--- config.mk ---
export PLATFORM = sky130hd
export DESIGN_NAME = ihq_ctrl
export DESIGN_NICKNAME = d
export VERILOG_FILES = /design/src/sv/ihq_pkg.sv /design/src/sv/ihq_ctrl.sv
export SDC_FILE = /design/constraint.sdc
export NUM_CORES = 1
export LEC_CHECK = 0
export BUFFER_PORTS_ARGS = -buffer_cell sky130_fd_sc_hd__clkbuf_2
export CAP_MARGIN = 20
export CORE_ASPECT_RATIO = 1.4
export CORE_MARGIN = 10
export CORE_UTILIZATION = 30
export CTS_CLUSTER_SIZE = 25
export DETAILED_ROUTE_END_ITERATION = 7
export GPL_TIMING_DRIVEN = 1
export SLEW_MARGIN = 20
export SYNTH_ARGS = -nofsm -noshare
export SYNTH_HDL_FRONTEND = slang
export SYNTH_SLANG_ARGS = --single-unit
--- constraint.sdc ---
create_clock -name clk -period 8 [get_ports clk]
set_input_delay 0.4 -clock clk [delete_from_list [all_inputs] [get_ports clk]]
set_output_delay 0.4 -clock clk [all_outputs]
set_load 0.02 [all_outputs]
--- src/sv/ihq_pkg.sv ---
`default_nettype none
package ihq_pkg;

    localparam int MAX_ITEMS = 1024;
    localparam int KEY_BITS  = 32;

    localparam int SLOT_W = $clog2(MAX_ITEMS);
    localparam int CNT_W  = SLOT_W + 1;
    localparam int MAP_W  = SLOT_W + 1;

    localparam int MODE_W   = 2;
    localparam int ID_W     = 10;
    localparam int KEY_W    = 32;
    localparam int STATUS_W = 3;
    localparam int OCC_W    = 11;

    localparam int IN_DATA_W  = 48;
    localparam int OUT_DATA_W = 56;

    typedef enum logic [MODE_W-1:0] {
        MODE_INSERT = 2'd0,
        MODE_POP    = 2'd1,
        MODE_DELETE = 2'd2
    } mode_t;

    typedef enum logic [STATUS_W-1:0] {
        STAT_OK     = 3'd0,
        STAT_EMPTY  = 3'd1,
        STAT_FULL   = 3'd2,
        STAT_DUP    = 3'd3,
        STAT_ABSENT = 3'd4
    } status_t;

    typedef struct packed {
        status_t           status;
        logic [ID_W-1:0]   out_id;
        logic [KEY_W-1:0]  out_key;
        logic [OCC_W-1:0]  occupancy;
    } result_t;

    typedef struct packed {
        logic              we;
        logic [SLOT_W-1:0] waddr;
        logic [SLOT_W-1:0] wdata;
        logic [SLOT_W-1:0] ra0;
        logic [SLOT_W-1:0] ra1;
    } heap_req_t;

    typedef struct packed {
        logic                we;
        logic [SLOT_W-1:0]   waddr;
        logic [KEY_BITS-1:0] wdata;
        logic [SLOT_W-1:0]   ra0;
        logic [SLOT_W-1:0]   ra1;
    } key_req_t;

    typedef struct packed {
        logic              we;
        logic [SLOT_W-1:0] waddr;
        logic [MAP_W-1:0]  wdata;
        logic [SLOT_W-1:0] ra0;
    } map_req_t;

endpackage
`default_nettype wire

--- src/sv/ihq_ctrl.sv ---
`default_nettype none
module ihq_ctrl (
    input  wire logic                         clk,
    input  wire logic                         rst_n,
    input  wire logic                         in_valid,
    output logic                              in_ready,
    input  wire logic [ihq_pkg::MODE_W-1:0]   in_mode,
    input  wire logic [ihq_pkg::ID_W-1:0]     in_id,
    input  wire logic [ihq_pkg::KEY_W-1:0]    in_key,
    output logic                              res_valid,
    input  wire logic                         res_ready,
    output ihq_pkg::result_t                  res,
    output ihq_pkg::heap_req_t                heap_req,
    input  wire logic [ihq_pkg::SLOT_W-1:0]   heap_rd0,
    input  wire logic [ihq_pkg::SLOT_W-1:0]   heap_rd1,
    output ihq_pkg::key_req_t                 key_req,
    input  wire logic [ihq_pkg::KEY_BITS-1:0] key_rd0,
    input  wire logic [ihq_pkg::KEY_BITS-1:0] key_rd1,
    output ihq_pkg::map_req_t                 map_req,
    input  wire logic [ihq_pkg::MAP_W-1:0]    map_rd
);
    import ihq_pkg::*;

    typedef enum logic [15:0] {
        ST_CLR     = 16'h0001,
        ST_IDLE    = 16'h0002,
        ST_INS_CHK = 16'h0004,
        ST_RISE    = 16'h0008,
        ST_RISE_P  = 16'h0010,
        ST_RISE_K  = 16'h0020,
        ST_RM_ID   = 16'h0040,
        ST_DEL_CHK = 16'h0080,
        ST_RM_KEY  = 16'h0100,
        ST_DOWN    = 16'h0200,
        ST_DN_ID   = 16'h0400,
        ST_DN_KEY  = 16'h0800,
        ST_DN_ONE  = 16'h1000,
        ST_FILL    = 16'h2000,
        ST_FILL_K  = 16'h4000,
        ST_DONE    = 16'h8000
    } state_t;

    state_t              state_reg, state_next;
    logic [CNT_W-1:0]    cnt_reg, cnt_next;
    logic [SLOT_W-1:0]   clr_reg, clr_next;
    logic [SLOT_W-1:0]   id_reg, id_next;
    logic [KEY_BITS-1:0] key_reg, key_next;
    logic [SLOT_W-1:0]   slot_reg, slot_next;
    logic [SLOT_W-1:0]   hole_reg, hole_next;
    logic [SLOT_W-1:0]   pid_reg, pid_next;
    logic [SLOT_W-1:0]   cur_id_reg, cur_id_next;
    logic [KEY_BITS-1:0] cur_key_reg, cur_key_next;
    logic [SLOT_W-1:0]   lid_reg, lid_next;
    logic [SLOT_W-1:0]   rgt_reg, rgt_next;
    status_t             status_reg, status_next;
    logic [SLOT_W-1:0]   rid_reg, rid_next;
    logic [KEY_BITS-1:0] rkey_reg, rkey_next;

    logic                id_ok;
    logic [SLOT_W-1:0]   parent;
    logic [CNT_W:0]      left_w, right_w;
    logic [CNT_W-1:0]    cnt_dec;

    assign id_ok   = 32'(in_id) < 32'(MAX_ITEMS);
    assign parent  = (slot_reg - SLOT_W'(1)) >> 1;
    assign left_w  = {1'b0, hole_reg, 1'b1};
    assign right_w = left_w + (CNT_W+1)'(1);
    assign cnt_dec = cnt_reg - CNT_W'(1);

    assign in_ready      = (state_reg == ST_IDLE);
    assign res_valid     = (state_reg == ST_DONE);
    assign res.status    = status_reg;
    assign res.out_id    = ID_W'(rid_reg);
    assign res.out_key   = KEY_W'(rkey_reg);
    assign res.occupancy = OCC_W'(cnt_reg);

    always_comb
    begin
        state_next   = state_reg;
        cnt_next     = cnt_reg;
        clr_next     = clr_reg;
        id_next      = id_reg;
        key_next     = key_reg;
        slot_next    = slot_reg;
        hole_next    = hole_reg;
        pid_next     = pid_reg;
        cur_id_next  = cur_id_reg;
        cur_key_next = cur_key_reg;
        lid_next     = lid_reg;
        rgt_next     = rgt_reg;
        status_next  = status_reg;
        rid_next     = rid_reg;
        rkey_next    = rkey_reg;
        heap_req     = '0;
        key_req      = '0;
        map_req      = '0;
        map_req.ra0  = SLOT_W'(in_id);

        unique case (state_reg)
            ST_CLR:
            begin
                map_req.we    = 1'b1;
                map_req.waddr = clr_reg;
                clr_next      = clr_reg + SLOT_W'(1);
                if (clr_reg == SLOT_W'(MAX_ITEMS - 1))
                begin
                    state_next = ST_IDLE;
                end
            end
            ST_IDLE:
            begin
                if (in_valid)
                begin
                    id_next     = SLOT_W'(in_id);
                    key_next    = KEY_BITS'(in_key);
                    status_next = STAT_OK;
                    rid_next    = '0;
                    rkey_next   = '0;
                    case (in_mode)
                        MODE_INSERT:
                        begin
                            if (!id_ok)
                            begin
                                status_next = STAT_FULL;
                                state_next  = ST_DONE;
                            end
                            else
                            begin
                                state_next = ST_INS_CHK;
                            end
                        end
                        MODE_POP:
                        begin
                            if (cnt_reg == '0)
                            begin
                                status_next = STAT_EMPTY;
                                state_next  = ST_DONE;
                            end
                            else
                            begin
                                hole_next  = '0;
                                state_next = ST_RM_ID;
                            end
                        end
                        MODE_DELETE:
                        begin
                            if (!id_ok)
                            begin
                                status_next = STAT_ABSENT;
                                state_next  = ST_DONE;
                            end
                            else
                            begin
                                state_next = ST_DEL_CHK;
                            end
                        end
                        default:
                        begin
                            state_next = ST_DONE;
                        end
                    endcase
                end
            end
            ST_INS_CHK:
            begin
                if (map_rd[SLOT_W])
                begin
                    status_next = STAT_DUP;
                    state_next  = ST_DONE;
                end
                else if (cnt_reg == CNT_W'(MAX_ITEMS))
                begin
                    status_next = STAT_FULL;
                    state_next  = ST_DONE;
                end
                else
                begin
                    key_req.we    = 1'b1;
                    key_req.waddr = id_reg;
                    key_req.wdata = key_reg;
                    cnt_next      = cnt_reg + CNT_W'(1);
                    slot_next     = cnt_reg[SLOT_W-1:0];
                    cur_id_next   = id_reg;
                    cur_key_next  = key_reg;
                    state_next    = ST_RISE;
                end
            end
            ST_RISE:
            begin
                if (slot_reg == '0)
                begin
                    heap_req.we    = 1'b1;
                    heap_req.waddr = slot_reg;
                    heap_req.wdata = cur_id_reg;
                    map_req.we     = 1'b1;
                    map_req.waddr  = cur_id_reg;
                    map_req.wdata  = {1'b1, slot_reg};
                    state_next     = ST_DONE;
                end
                else
                begin
                    heap_req.ra0 = parent;
                    state_next   = ST_RISE_P;
                end
            end
            ST_RISE_P:
            begin
                pid_next    = heap_rd0;
                key_req.ra0 = heap_rd0;
                state_next  = ST_RISE_K;
            end
            ST_RISE_K:
            begin
                heap_req.we    = 1'b1;
                heap_req.waddr = slot_reg;
                map_req.we     = 1'b1;
                map_req.wdata  = {1'b1, slot_reg};
                // The new entry rises past parents with an equal key.
                if (cur_key_reg > key_rd0)
                begin
                    heap_req.wdata = cur_id_reg;
                    map_req.waddr  = cur_id_reg;
                    state_next     = ST_DONE;
                end
                else
                begin
                    heap_req.wdata = pid_reg;
                    map_req.waddr  = pid_reg;
                    slot_next      = parent;
                    state_next     = ST_RISE;
                end
            end
            ST_RM_ID:
            begin
                rid_next    = heap_rd0;
                key_req.ra0 = heap_rd0;
                state_next  = ST_RM_KEY;
            end
            ST_DEL_CHK:
            begin
                if (!map_rd[SLOT_W] || ({1'b0, map_rd[SLOT_W-1:0]} >= cnt_reg))
                begin
                    status_next = STAT_ABSENT;
                    state_next  = ST_DONE;
                end
                else
                begin
                    hole_next   = map_rd[SLOT_W-1:0];
                    rid_next    = id_reg;
                    key_req.ra0 = id_reg;
                    state_next  = ST_RM_KEY;
                end
            end
            ST_RM_KEY:
            begin
                rkey_next     = key_rd0;
                map_req.we    = 1'b1;
                map_req.waddr = rid_reg;
                map_req.wdata = '0;
                state_next    = ST_DOWN;
            end
            ST_DOWN:
            begin
                if (right_w < {1'b0, cnt_reg})
                begin
                    heap_req.ra0 = left_w[SLOT_W-1:0];
                    heap_req.ra1 = right_w[SLOT_W-1:0];
                    state_next   = ST_DN_ID;
                end
                else if (left_w < {1'b0, cnt_reg})
                begin
                    heap_req.ra0 = left_w[SLOT_W-1:0];
                    state_next   = ST_DN_ONE;
                end
                else
                begin
                    cnt_next = cnt_dec;
                    if ({1'b0, hole_reg} < cnt_dec)
                    begin
                        heap_req.ra0 = cnt_dec[SLOT_W-1:0];
                        state_next   = ST_FILL;
                    end
                    else
                    begin
                        state_next = ST_DONE;
                    end
                end
            end
            ST_DN_ID:
            begin
                lid_next    = heap_rd0;
                rgt_next    = heap_rd1;
                key_req.ra0 = heap_rd0;
                key_req.ra1 = heap_rd1;
                state_next  = ST_DN_KEY;
            end
            ST_DN_KEY:
            begin
                heap_req.we    = 1'b1;
                heap_req.waddr = hole_reg;
                map_req.we     = 1'b1;
                map_req.wdata  = {1'b1, hole_reg};
                // On equal keys the right child moves up.
                if (key_rd0 < key_rd1)
                begin
                    heap_req.wdata = lid_reg;
                    map_req.waddr  = lid_reg;
                    hole_next      = left_w[SLOT_W-1:0];
                end
                else
                begin
                    heap_req.wdata = rgt_reg;
                    map_req.waddr  = rgt_reg;
                    hole_next      = right_w[SLOT_W-1:0];
                end
                state_next = ST_DOWN;
            end
            ST_DN_ONE:
            begin
                heap_req.we    = 1'b1;
                heap_req.waddr = hole_reg;
                heap_req.wdata = heap_rd0;
                map_req.we     = 1'b1;
                map_req.waddr  = heap_rd0;
                map_req.wdata  = {1'b1, hole_reg};
                cnt_next       = cnt_dec;
                state_next     = ST_DONE;
            end
            ST_FILL:
            begin
                cur_id_next = heap_rd0;
                key_req.ra0 = heap_rd0;
                state_next  = ST_FILL_K;
            end
            ST_FILL_K:
            begin
                cur_key_next = key_rd0;
                slot_next    = hole_reg;
                state_next   = ST_RISE;
            end
            ST_DONE:
            begin
                if (res_ready)
                begin
                    state_next = ST_IDLE;
                end
            end
            default:
            begin
                state_next = ST_IDLE;
            end
        endcase
    end

    always_ff @(posedge clk or negedge rst_n)
    begin
        if (!rst_n)
        begin
            state_reg <= ST_CLR;
            cnt_reg   <= '0;
            clr_reg   <= '0;
        end
        else
        begin
            state_reg <= state_next;
            cnt_reg   <= cnt_next;
            clr_reg   <= clr_next;
        end
    end

    always_ff @(posedge clk)
    begin
        id_reg      <= id_next;
        key_reg     <= key_next;
        slot_reg    <= slot_next;
        hole_reg    <= hole_next;
        pid_reg     <= pid_next;
        cur_id_reg  <= cur_id_next;
        cur_key_reg <= cur_key_next;
        lid_reg     <= lid_next;
        rgt_reg     <= rgt_next;
        status_reg  <= status_next;
        rid_reg     <= rid_next;
        rkey_reg    <= rkey_next;
    end

endmodule
`default_nettype wire

# Yosys cells after proc, flatten, opt, wreduce, memory -nomap -nowiden
# Index checks and enable logic that the tools add are counted.
# totals
regBits,216
latchBits,0
mem_bits_rw,0
rom_bits,0
input_bits,143
out_inout_bits,194
elab_cells,152
mem_count,0
# op_classes
add_sub_neg,5
mul,0
n_div,0
order_cmp,6
n_eq_ne,33
shift,0
muxes,67
n_bitwise,0
reduce_logical,26
# ops
op,count
16-bit one-hot mux with 15 select lines,1
10-bit two-way mux,21
16-bit two-way mux,12
43-bit two-way mux,3
32-bit one-hot mux with 2 select lines,2
32-bit two-way mux,3
10-bit one-hot mux with 3 select lines,3
21-bit one-hot mux with 4 select lines,1
11-bit one-hot mux with 3 select lines,2
11-bit one-hot mux with 6 select lines,1
10-bit one-hot mux with 2 select lines,3
16-bit one-hot mux with 3 select lines,1
11-bit two-way mux,4
32-bit greater-than comparator,1
32-bit less-than comparator,1
22-bit two-way mux,1
21-bit two-way mux,1
"2-bit != test, second input constant",10
"16-bit by 1-bit == test with 1-bit output, second input constant",1
"16-bit by 10-bit == test with 1-bit output, second input constant",1
"16-bit by 11-bit == test with 1-bit output, second input constant",1
"16-bit by 12-bit == test with 1-bit output, second input constant",1
"16-bit by 13-bit == test with 1-bit output, second input constant",1
"16-bit by 14-bit == test with 1-bit output, second input constant",1
other kinds (42),60

# Logic depth before layout (Yosys ltp)
# Gate-level depths: netlist of the first run.
# logic_depth
word_depth,6
depth_mapped,15
depth_no_buf,13

# Worst setup path after synthesis of the first run
# OpenSTA, ideal clock, no wires.
# synth_timing
kind,register -> output
start,register cnt_reg[0]
end,output port heap_req[11] (netlist bit)
arrival_time_ns,3.178
t_required_ns,7.600
path_slack_ns,4.422
path_stages_with_launch,16
n_path_buf,2
path_cell_list,dfrtp_1 clkbuf_1 inv_1 ha_1 or3b_1 xnor2_1 ha_1 nand2_1 a21oi_1 a211oi_1 a21oi_1 o21ai_2 a211oi_4 nand2b_1 buf_6 o21ai_1
# synth_rtl
element,line,source
start: declaration,ihq_ctrl.sv:44,"logic [CNT_W-1:0] cnt_reg, cnt_next;"
start signal: assignment,ihq_ctrl.sv:366,cnt_reg <= cnt_next;
end: declaration,ihq_ctrl.sv:13,"output ihq_pkg::heap_req_t heap_req,"

==> impl_metrics.ini, run 1 <==
[clock_network]
insertion_delay_ns = 0.53
root_buffer = clkbuf_16
cts.sinks = 216
cts_resized = 0
cts_hold_buf = 0
clockBufferDepth = 3
htreeDepth = 1
cts_inserted_buffers = 24
postCtsSetupRepairBufs = 0
cts_tree = yes
path_clk_slew_ns = 0.07

[timing]
clock.fmax_ghz = 0.204
fin_worst_skew_ns = 0.0123
hold_violations = 0
finalCriticalPeriod_ns = 4.91
finalSetupViolations = 0
drv_slew = 0
fin_tns_setup_ns = 0
relSlewSlack = 0.246
fin_crit_sh = 0.613
worstMarginPinSlew_ns = 1.13
rsz0062_at_grt = no

[worst_setup_path]
reg2reg_to = cnt_reg[6]
cp_data_required_time_ns = 7.60
worst_r2r_path_depth = 13
cp-end-kind = output pin
r2r-start = hole_reg[1]
path_class = reg2out
cp_max_fo = 12
critical_path.startpoint = hole_reg[1]
rrSetupSlack_ns = 3.72
endpoint = heap_req[11]
worstPathArrival_ns = 4.51
critPathLaunchType = flip-flop

[synthesis]
synth.largest_area_cell = edfxtp_1
syn-cell-area_mm2 = 0.0134
synth_top_area_share = 0.400
synth_area_leaders = edfxtp_1 (40%), ha_1 (9.7%), dfrtp_1 (6.7%)
synth_nets = 1474
synth-seq-cells = 216
synth_flop_cell = edfxtp_1
syn_inst = 1227
avgSynthCellArea_um2 = 10.9
async_reset_ff_frac = 0.171
synth_edf_count = 179
synth_cell_types = 79
ys_seq_area_frac = 0.469
yosysWarningCount = 0

[placed_design]
gp_congestion = 0.939
numPortBuffers = 335
placedCellCount = 2060
placed_cell_area_mm2 = 0.0156
dpl.hpwl_mm = 38.3

[cells_and_area]
n_antenna_cell = 0
fin_area_mm2 = 0.0165
fin_nets = 1775
area_growth_pct = 22.7
drive_above_1_share = 0.310
finish.utilization = 0.373
final_cells = 2104
fillers = 4432

[drt]
firstDrtPassIters = 5
drt-total-wl_mm = 49.7
drc = 0
via_count = 11200
drt-wirelength-per-cell_um = 23.6
drt-initial-drc-count = 709
vias_per_cell = 5.34
ant_nets = 0

[power_and_ir_drop]
p_per_area_mw_per_mm2 = 265
ir_worst_vdd_v = 0.000197
power.leakage_uw = 0.00728

[floorplanning]
rows = 91
core_area_mm2 = 0.0442
initial_core_util = 0.304
pin_count = 337
die_width_um = 199
dieArea_mm2 = 0.0537
die-height_um = 270

[min_path]
hold_path.class = in2async

[global_route]
grt_pass1_vias = 11900
antenna_found_initial = 2
overflow = 0
grt_util_all_layers = 0.179
grt_max_degree = 46
grt_pass1_wl_mm = 74.1

[job]
drv_cap = 0

[run_status]
run_status = finished clean
how the worst min path moves through the flow:
stage	end
2_1_floorplan	clr_reg[0]
5_1_grt	key_reg[14]
3_3_place_gp	clr_reg[8]
4_1_cts	key_reg[24]
3_5_place_dp	clr_reg[9]
6_report	clr_reg[3]
metal layers:
layer	vias up	track usage	routed length [um]	part of all wire
li1	5182	-	-	-
met2	425	0.332	26600	0.53
met4	4	0.0572	1390	0.028
met1	5532	0.196	18400	0.37
met3	93	0.0367	3340	0.067
met5	-	0	31	0.00062
synth_stat cells (all sizes together) (11+ instances only):
cell / number
xor2: 12
dfrtp: 36
nand3: 25
xnor2: 39
a211oi: 12
o211ai: 14
a221o: 14
nand2b: 11
and2: 53
nor3b: 15
nand2: 70
nand4: 23
ha: 104
edfxtp: 179
inv: 90
a22o: 47
a21oi: 39
nor4: 11
o21ai: 47
nor3: 32
clkbuf: 39
buf: 32
or2: 11
nor2: 56
mux2: 48
and3: 59
critical path, cell delays in order, from the launching register on:
cell	delay, ns
edfxtp_1	0.66
ha_1	0.32
nand3_1	0.24
nor2_1	0.30
xnor2_1	0.20
ha_1	0.30
o21a_1	0.11
o21ai_0	0.19
a211oi_1	0.09
nand3b_1	0.25
a21oi_1	0.82
a22oi_1	0.14
o21ai_1	0.16
clkbuf_2	0.21
cell type report:
type,count,area [um2],area share
clock buffer,27,633,0.0384
clock inverter,17,233,0.0141
inverter,90,338,0.0205
multi-input combinational,850,6520,0.395
sequential,216,6300,0.382
tap,558,698,0.0424
timing repair buffer,346,1760,0.107
through the flow:
step	hold WS, ns	setup WS (ns)	total power (uW)
2_1_floorplan	0.104	4.42	2570
3_5_place_dp	0.523	3.71	3140
3_3_place_gp	0.497	3.69	3110
4_1_cts	0.0137	3.22	4400
6_report	0.0119	3.09	4370
5_1_grt	0.0165	2.80	4590
placed cells by master (no fill, tap or decap), types with 11 or more instances in the layout:
master and count:
buf_4 11, clkbuf_2 334, nor3_1 31, mux2_2 48, clkbuf_16 25, o211ai_1 14, a22o_1 47, and3_1 59
edfxtp_1 179, ha_1 104, o21ai_0 42, xnor2_1 39, nand3_1 25, xor2_1 12, a221o_1 14, and2_1 53
a21oi_1 39, nor2_1 54, nand4_1 23, inv_1 89, dfrtp_1 36, nand2_1 70
power breakdown:
group / total (uW) / switching, uW / internal, uW
clock: 1240 / 478 / 761
combinational: 1360 / 887 / 472
sequential: 1780 / 275 / 1500
cell families after synthesis:
kind of cell,count (synthesis),synth area share
AND/OR/NAND/NOR,406,0.173
AO/OA/AOI/OAI,232,0.129
flip-flops,216,0.469
buffers and inverters,161,0.0507
adder cells (fa/ha/maj),104,0.0969
multiplexers,55,0.0455
XOR/XNOR,52,0.0349
other,1,0.000279
Power figures use the tool's default switching activity.
==> inputs of run 2 (changes only) <==
--- a/config.mk
+++ b/config.mk
@@ -5,6 +5,7 @@
 export SDC_FILE = /design/constraint.sdc
 export NUM_CORES = 1
 export LEC_CHECK = 0
+export ABC_AREA = 1
 export BUFFER_PORTS_ARGS = -buffer_cell sky130_fd_sc_hd__clkbuf_2
 export CAP_MARGIN = 20
 export CORE_ASPECT_RATIO = 1.4
==> constraint.sdc (replaced) <==
create_clock -name clk -period 3.95 [get_ports clk]
set_input_delay 0.1975 -clock clk [delete_from_list [all_inputs] [get_ports clk]]
set_output_delay 0.1975 -clock clk [all_outputs]
set_load 0.02 [all_outputs]
==> run 2 against run 1 <==
Net effect: worst hold slack better by 0.012 ns; final cell count up 29%; largest power group unchanged; sequential share of layout area down 3.3 points; synthesized cell count up 34%; final area up 9.5%; utilization up 1.9 points; routed wire length up 6.0%; largest cell class is now flip-flops and latches; die area up 3.5%; setup slack worse by 2.9 ns.
==> impl_metrics.ini, run 2 <==
[run_status]
run_status = finished clean

[worst_setup_path]
critPathLaunchType = flip-flop
cp_data_required_time_ns = 3.75
path_class = reg2out
worstPathArrival_ns = 3.53
cp-end-kind = output pin
cp_max_fo = 10

[floorplanning]
dieArea_mm2 = 0.0556
initial_core_util = 0.303
pin_count = 337
core_area_mm2 = 0.0460
die_width_um = 202
rows = 93
die-height_um = 275

[synthesis]
synth_area_leaders = edfxtp_1 (39%), nand2_1 (9.4%), ha_1 (9.3%)
synth_nets = 1893
syn_inst = 1646
async_reset_ff_frac = 0.171
synth-simple-area-share = 0.224
synth_edf_count = 179
synth.largest_area_cell = edfxtp_1
synth_top_family_by_area = simple AND/OR/NAND/NOR gates
synth_cell_types = 54
yosys-mux-area-fraction = 0
synth-xor-area-share = 0.0214
synth-seq-cells = 216
avgSynthCellArea_um2 = 8.47
yosysWarningCount = 0
synth-compound-area-share = 0.106
synth_adder_area_share = 0.0934
syn-cell-area_mm2 = 0.0139
synth_flop_cell = edfxtp_1
ys_seq_area_frac = 0.452
netlist_top_cells_count = nand2_1 (349), inv_1 (261), edfxtp_1 (179)
synth.most_common_cell = nand2_1
synth_top_area_share = 0.386

[job]
drv_cap = 0

[global_route]
antenna_found_initial = 0
overflow = 0
grt_max_degree = 65
grt_pass1_wl_mm = 78.8
grt_util_all_layers = 0.181
grt_pass1_vias = 13500

[cells_and_area]
area_growth_pct = 29.4
drive_above_1_share = 0.247
n_antenna_cell = 0
final_common_cell = nand2_1
final_cells = 2708
layout_common_cells = nand2_1 (347), clkbuf_2 (330), inv_1 (259)
fin_nets = 2319
finish.utilization = 0.393

[power_and_ir_drop]
power.leakage_uw = 0.00886
p_per_area_mw_per_mm2 = 483
ir_worst_vdd_v = 0.000333

[timing]
fin_crit_sh = 0.943
clock.fmax_ghz = 0.269
drv_slew = 0
worstMarginPinSlew_ns = 1.00
finalSetupViolations = 0
finalCriticalPeriod_ns = 3.72
fin_worst_skew_ns = 0.0219
setup_ws_ns = 0.227
hold_violations = 0
relSlewSlack = 0.329

[drt]
firstDrtPassIters = 5
drc = 0
drt-wirelength-per-cell_um = 19.5
via_count = 13100
drt-initial-drc-count = 777
drt-total-wl_mm = 52.7
ant_nets = 0
vias_per_cell = 4.83

[clock_network]
cts.sinks = 216
clockBufferDepth = 3
cts_tree = yes
path_clk_slew_ns = 0.07
insertion_delay_ns = 0.56
cts_inserted_buffers = 25
htreeDepth = 1
root_buffer = clkbuf_16

[placed_design]
gp_congestion = 0.967
preCtsSetupSlack_ns = 0.628
numPortBuffers = 335
placedCellCount = 2572
dpl.hpwl_mm = 40.6

[min_path]
hold_path.class = in2reg
run 2: changes by cell type in the layout (fill, tap and decap cells not counted), sizes merged, moves of 37 or more:
| cell | before | now |
|---|---|---|
| a22o | 47 | 1 |
| and2 | 53 | 0 |
| and3 | 59 | 0 |
| dlygate4sd3 | 0 | 87 |
| inv | 90 | 279 |
| mux2 | 48 | 0 |
| nand2 | 70 | 367 |
| nand3 | 25 | 76 |
| nor2 | 56 | 213 |
| o21ai | 47 | 114 |
| xnor2 | 39 | 2 |
run 2: what timing repair did:
action                                  CTS  global route
endpoints found under the setup margin    0            24
hold buffers                             87             0
setup buffers                             0             2
hold endpoints to repair                131             0
resized for setup                         0            22
run 2: final timing paths:
check / startpoint / end / slack (ns) / cells after the start
min reg2reg: clr_reg[5] / clr_reg[5] / 0.49 / 1
max: cnt_reg[8] / heap_req[19] / 0.23 / 11
min in group asynchronous: rst_n / state_reg[4] / 0.34 / 2
min: key_rd0[7] / rkey_reg[7] / 0.02 / 3
max reg2reg: cnt_reg[8] / cnt_reg[3] / 0.73 / 11
max in group asynchronous: rst_n / clr_reg[2] / 3.01 / 2
run 2: stage by stage:
step	total power (uW)	setup TNS (ns)	cell area [um2]	hold WS, ns
6_report	8720	0	18000	0.0237
5_1_grt	9190	-0.000437	18000	0.0311
4_1_cts	8720	0	17900	0.00112
3_5_place_dp	6290	0	16300	0.376
3_3_place_gp	6260	0	16300	0.374
2_1_floorplan	5100	0	13900	-0.0981
run 2: power by group:
group          switching, uW  leakage, uW  internal (uW)
Combinational           2080      0.00632            926
Sequential               301      0.00216           3080
Clock                   1020     0.000387           1310
run 2: logic make-up (layout without fill, tap and decap cells):
logic type / after synthesis / in the layout
AOI/OAI and AO/OA: 246 / 246
adders and majority gates: 104 / 104
buffers and inverters: 338 / 783
xor gates and xnor gates: 34 / 34
other: 1 / 1
DFF: 216 / 216
and+or+nand+nor: 707 / 707
run 2: layout make-up:
cell class                      count  area [um2]
Clock buffer                       31         648
Clock inverter                     15         153
Fill cell                        4655       27900
Inverter                          280        1060
Multi-Input combinational cell   1092        6290
Sequential cell                   216        6300
Tap cell                          617         772
Timing Repair Buffer              457        2820
run 2: per-layer routing:
layer / wire (um) / vias up / track usage / share of wire
li1: - / 6283 / - / -
met1: 20100 / 6142 / 0.200 / 0.38
met2: 26600 / 512 / 0.328 / 0.50
met3: 3490 / 136 / 0.0347 / 0.066
met4: 2560 / 0 / 0.0909 / 0.049
met5: 0 / - / 0 / 0
run 2: worst max-delay path, stage by stage, from the launching register on:
cell       delay, ns
dfrtp_1         0.50
clkinv_1        0.42
ha_1            0.46
nand2_1         0.06
nor2_1          0.19
o211ai_1        0.21
o2111ai_2       0.30
inv_1           0.20
nor2_4          0.23
inv_2           0.11
o21ai_2         0.11
clkbuf_2        0.18
==> inputs of run 3 (changes only) <==
--- a/config.mk
+++ b/config.mk
@@ -7,13 +7,16 @@
 export LEC_CHECK = 0
 export ABC_AREA = 1
 export BUFFER_PORTS_ARGS = -buffer_cell sky130_fd_sc_hd__clkbuf_2
-export CAP_MARGIN = 20
+export CAP_MARGIN = 0
+export CELL_PAD_IN_SITES_DETAIL_PLACEMENT = 0
+export CELL_PAD_IN_SITES_GLOBAL_PLACEMENT = 1
 export CORE_ASPECT_RATIO = 1.4
-export CORE_MARGIN = 10
+export CORE_MARGIN = 8
 export CORE_UTILIZATION = 30
 export CTS_CLUSTER_SIZE = 25
 export DETAILED_ROUTE_END_ITERATION = 7
 export GPL_TIMING_DRIVEN = 1
+export PLACE_DENSITY_LB_ADDON = 0.1
 export SLEW_MARGIN = 20
 export SYNTH_ARGS = -nofsm -noshare
 export SYNTH_HDL_FRONTEND = slang
==> run 3 against run 2 <==
Net effect: register-to-register slack improved by 0.05 ns; clock skew decreased by 0.0065 ns; global-route usage increased by 1.4 points; via count decreased by 1.9%; first-iteration DRC count decreased by 18%; combinational power about the same; non-clock buffer count increased by 21; final area increased by 1.2%; highest routed layer unchanged; fmax decreased by 0.24%; total power increased by 0.71%.
==> impl_metrics.ini, run 3 (same netlist as run 2, synthesis figures left out) <==
[cells_and_area]
fillers = 4781
drive_above_1_share = 0.249
finish.utilization = 0.397
fin_nets = 2341
fin_area_mm2 = 0.0183
n_antenna_cell = 0
final_cells = 2731
area_growth_pct = 31.0
final_common_cell = nand2_1
layout_common_cells = nand2_1 (348), clkbuf_2 (333), inv_1 (261)

[worst_setup_path]
critPathLaunchType = flip-flop
crit_path_cell_trace = inv_1 -> ha_1 -> nand2_2 -> nor2_1 -> xor2_1 -> ha_1 -> inv_1 -> o21bai_1 -> inv_1 -> nand2_1 -> nand2_1 -> nand2_2 -> nor2_4 -> inv_2 -> o21ai_2 -> clkbuf_2
path_class = reg2out
cp-end-kind = output pin
worst_r2r_path_depth = 19
cp_max_fo = 8
crit_top_cell = inv_1
cp_data_required_time_ns = 3.75
worstPathArrival_ns = 3.53
rrSetupSlack_ns = 0.78
reg2reg_to = cnt_reg[8]
cpPeakStageDelay_ns = 0.41
slowest_stage = xor2_1
r2r-start = hole_reg[1]

[timing]
finalSetupViolations = 0
setup_ws_ns = 0.218
drv_slew = 0
relSlewSlack = 0.325
holdWs_ns = 0.0225
finalCriticalPeriod_ns = 3.73
hold_violations = 0
clock.fmax_ghz = 0.268
fin_crit_sh = 0.945
worstMarginPinSlew_ns = 1.01
fin_worst_skew_ns = 0.0153

[placed_design]
dpl.hpwl_mm = 42.1
gp_congestion = 0.861
placed_cell_area_mm2 = 0.0165
placedCellCount = 2592
numPortBuffers = 335
preCtsSetupSlack_ns = 0.397

[drt]
drt-total-wl_mm = 53.5
ant_nets = 0
via_count = 12800
drt-wirelength-per-cell_um = 19.6
drt-initial-drc-count = 640
firstDrtPassIters = 6
vias_per_cell = 4.69
drc = 0

[clock_network]
cts_tree = yes
postCtsSetupRepairBufs = 0
root_buffer = clkbuf_16
htreeDepth = 1
clockBufferDepth = 3
cts.sinks = 216
path_clk_slew_ns = 0.07
cts_inserted_buffers = 26
insertion_delay_ns = 0.55

[power_and_ir_drop]
pwr-share-comb = 0.344
switching_power_uw = 3370
ir_worst_vdd_v = 0.000354
power.leakage_uw = 0.00900
p_per_area_mw_per_mm2 = 481
p_sw_frac = 0.384
clkPwrFrac = 0.275
intPower_uw = 5410
power_frac_seq = 0.381

[global_route]
grt_max_degree = 58
overflow = 0
antenna_found_initial = 0
grt_pass1_wl_mm = 80.6
grt_util_all_layers = 0.195
grt_pass1_vias = 13500

[min_path]
hp-start = key_rd0[4]
min_path_cells = 3
hold_path.class = in2reg
min_to = rkey_reg[4]

[floorplanning]
die-height_um = 271
initial_core_util = 0.303
core_area_mm2 = 0.0460
rows = 93
die_width_um = 198
pin_count = 337
dieArea_mm2 = 0.0537

[job]
drv_cap = 0

[run_status]
run_status = finished clean
[run 3: cell count changes in the layout (fill, tap and decap cells not counted), moves of 3 or more]
cell           previous run  this run
clkbuf_2                330       333
buf_12                    0         3
clkinv_1                  5        10
buf_4                    35        49
clkbuf_1                  6         2
dlygate4sd3_1            87        91
[run 3: layout make-up]
type	count	area (um2)	share of cell area
clock buffer	28	658	0.0361
clock inverter	20	183	0.0100
inverter	280	1060	0.0580
multi-input combinational	1092	6260	0.343
sequential	216	6300	0.345
tap	617	772	0.0423
timing repair buffer	478	3020	0.165
[run 3: how the worst max path moves through the flow]
stage | from | to | slack, ns | depth (start not counted)
after global placement | key_rd0[31] | slot_reg[9] | 0.42 | 11
after floorplan | state_reg[10] | id_reg[0] | 0.75 | 5
after CTS | hole_reg[1] | heap_req[10] | 0.07 | 18
after global routing | hole_reg[1] | heap_req[6] | -0.001 | 18
final | cnt_reg[1] | heap_req[19] | 0.22 | 16
after detailed placement | cur_key_reg[31] | slot_reg[9] | 0.40 | 9
[run 3: stage by stage]
step           total power [uW]  setup TNS [ns]
2_1_floorplan              5100               0
3_3_place_gp               6340               0
3_5_place_dp               6350               0
4_1_cts                    8910               0
5_1_grt                    9310        -0.00119
6_report                   8780               0
[run 3: power groups by stage]
stage	combinational [uW]	sequential, uW	clock [uW]
3_5_place_dp	2960	3390	0
2_1_floorplan	1450	3650	0
4_1_cts	3040	3350	2520
5_1_grt	3330	3390	2590
3_3_place_gp	2950	3390	0
6_report	3020	3340	2420
[run 3: repair_timing]
item | in CTS | in global routing
pin swaps | 0 | 1
hold endpoints to repair | 135 | 0
endpoints found under the setup margin | 17 | 19
hold buffers | 91 | 0
resized for setup | 2 | 9
[run 3: routing by layer]
metal | GRT usage | up-vias | wire length (um)
met5 | 0 | - | 0
met4 | 0.0610 | 0 | 1470
met3 | 0.0316 | 61 | 3170
met2 | 0.341 | 375 | 26100
met1 | 0.242 | 6056 | 22800
li1 | - | 6327 | -
[run 3: critical path, delay by kind of cell, from the launching register on]
| kind | cells | cell delay, ns |
|---|---|---|
| XOR/XNOR | 1 | 0.41 |
| AND/OR/NAND/NOR | 6 | 0.74 |
| buffers and inverters | 5 | 0.59 |
| flip-flops | 1 | 0.38 |
| AO/OA/AOI/OAI | 2 | 0.19 |
| adder cells (fa/ha/maj) | 2 | 0.66 |
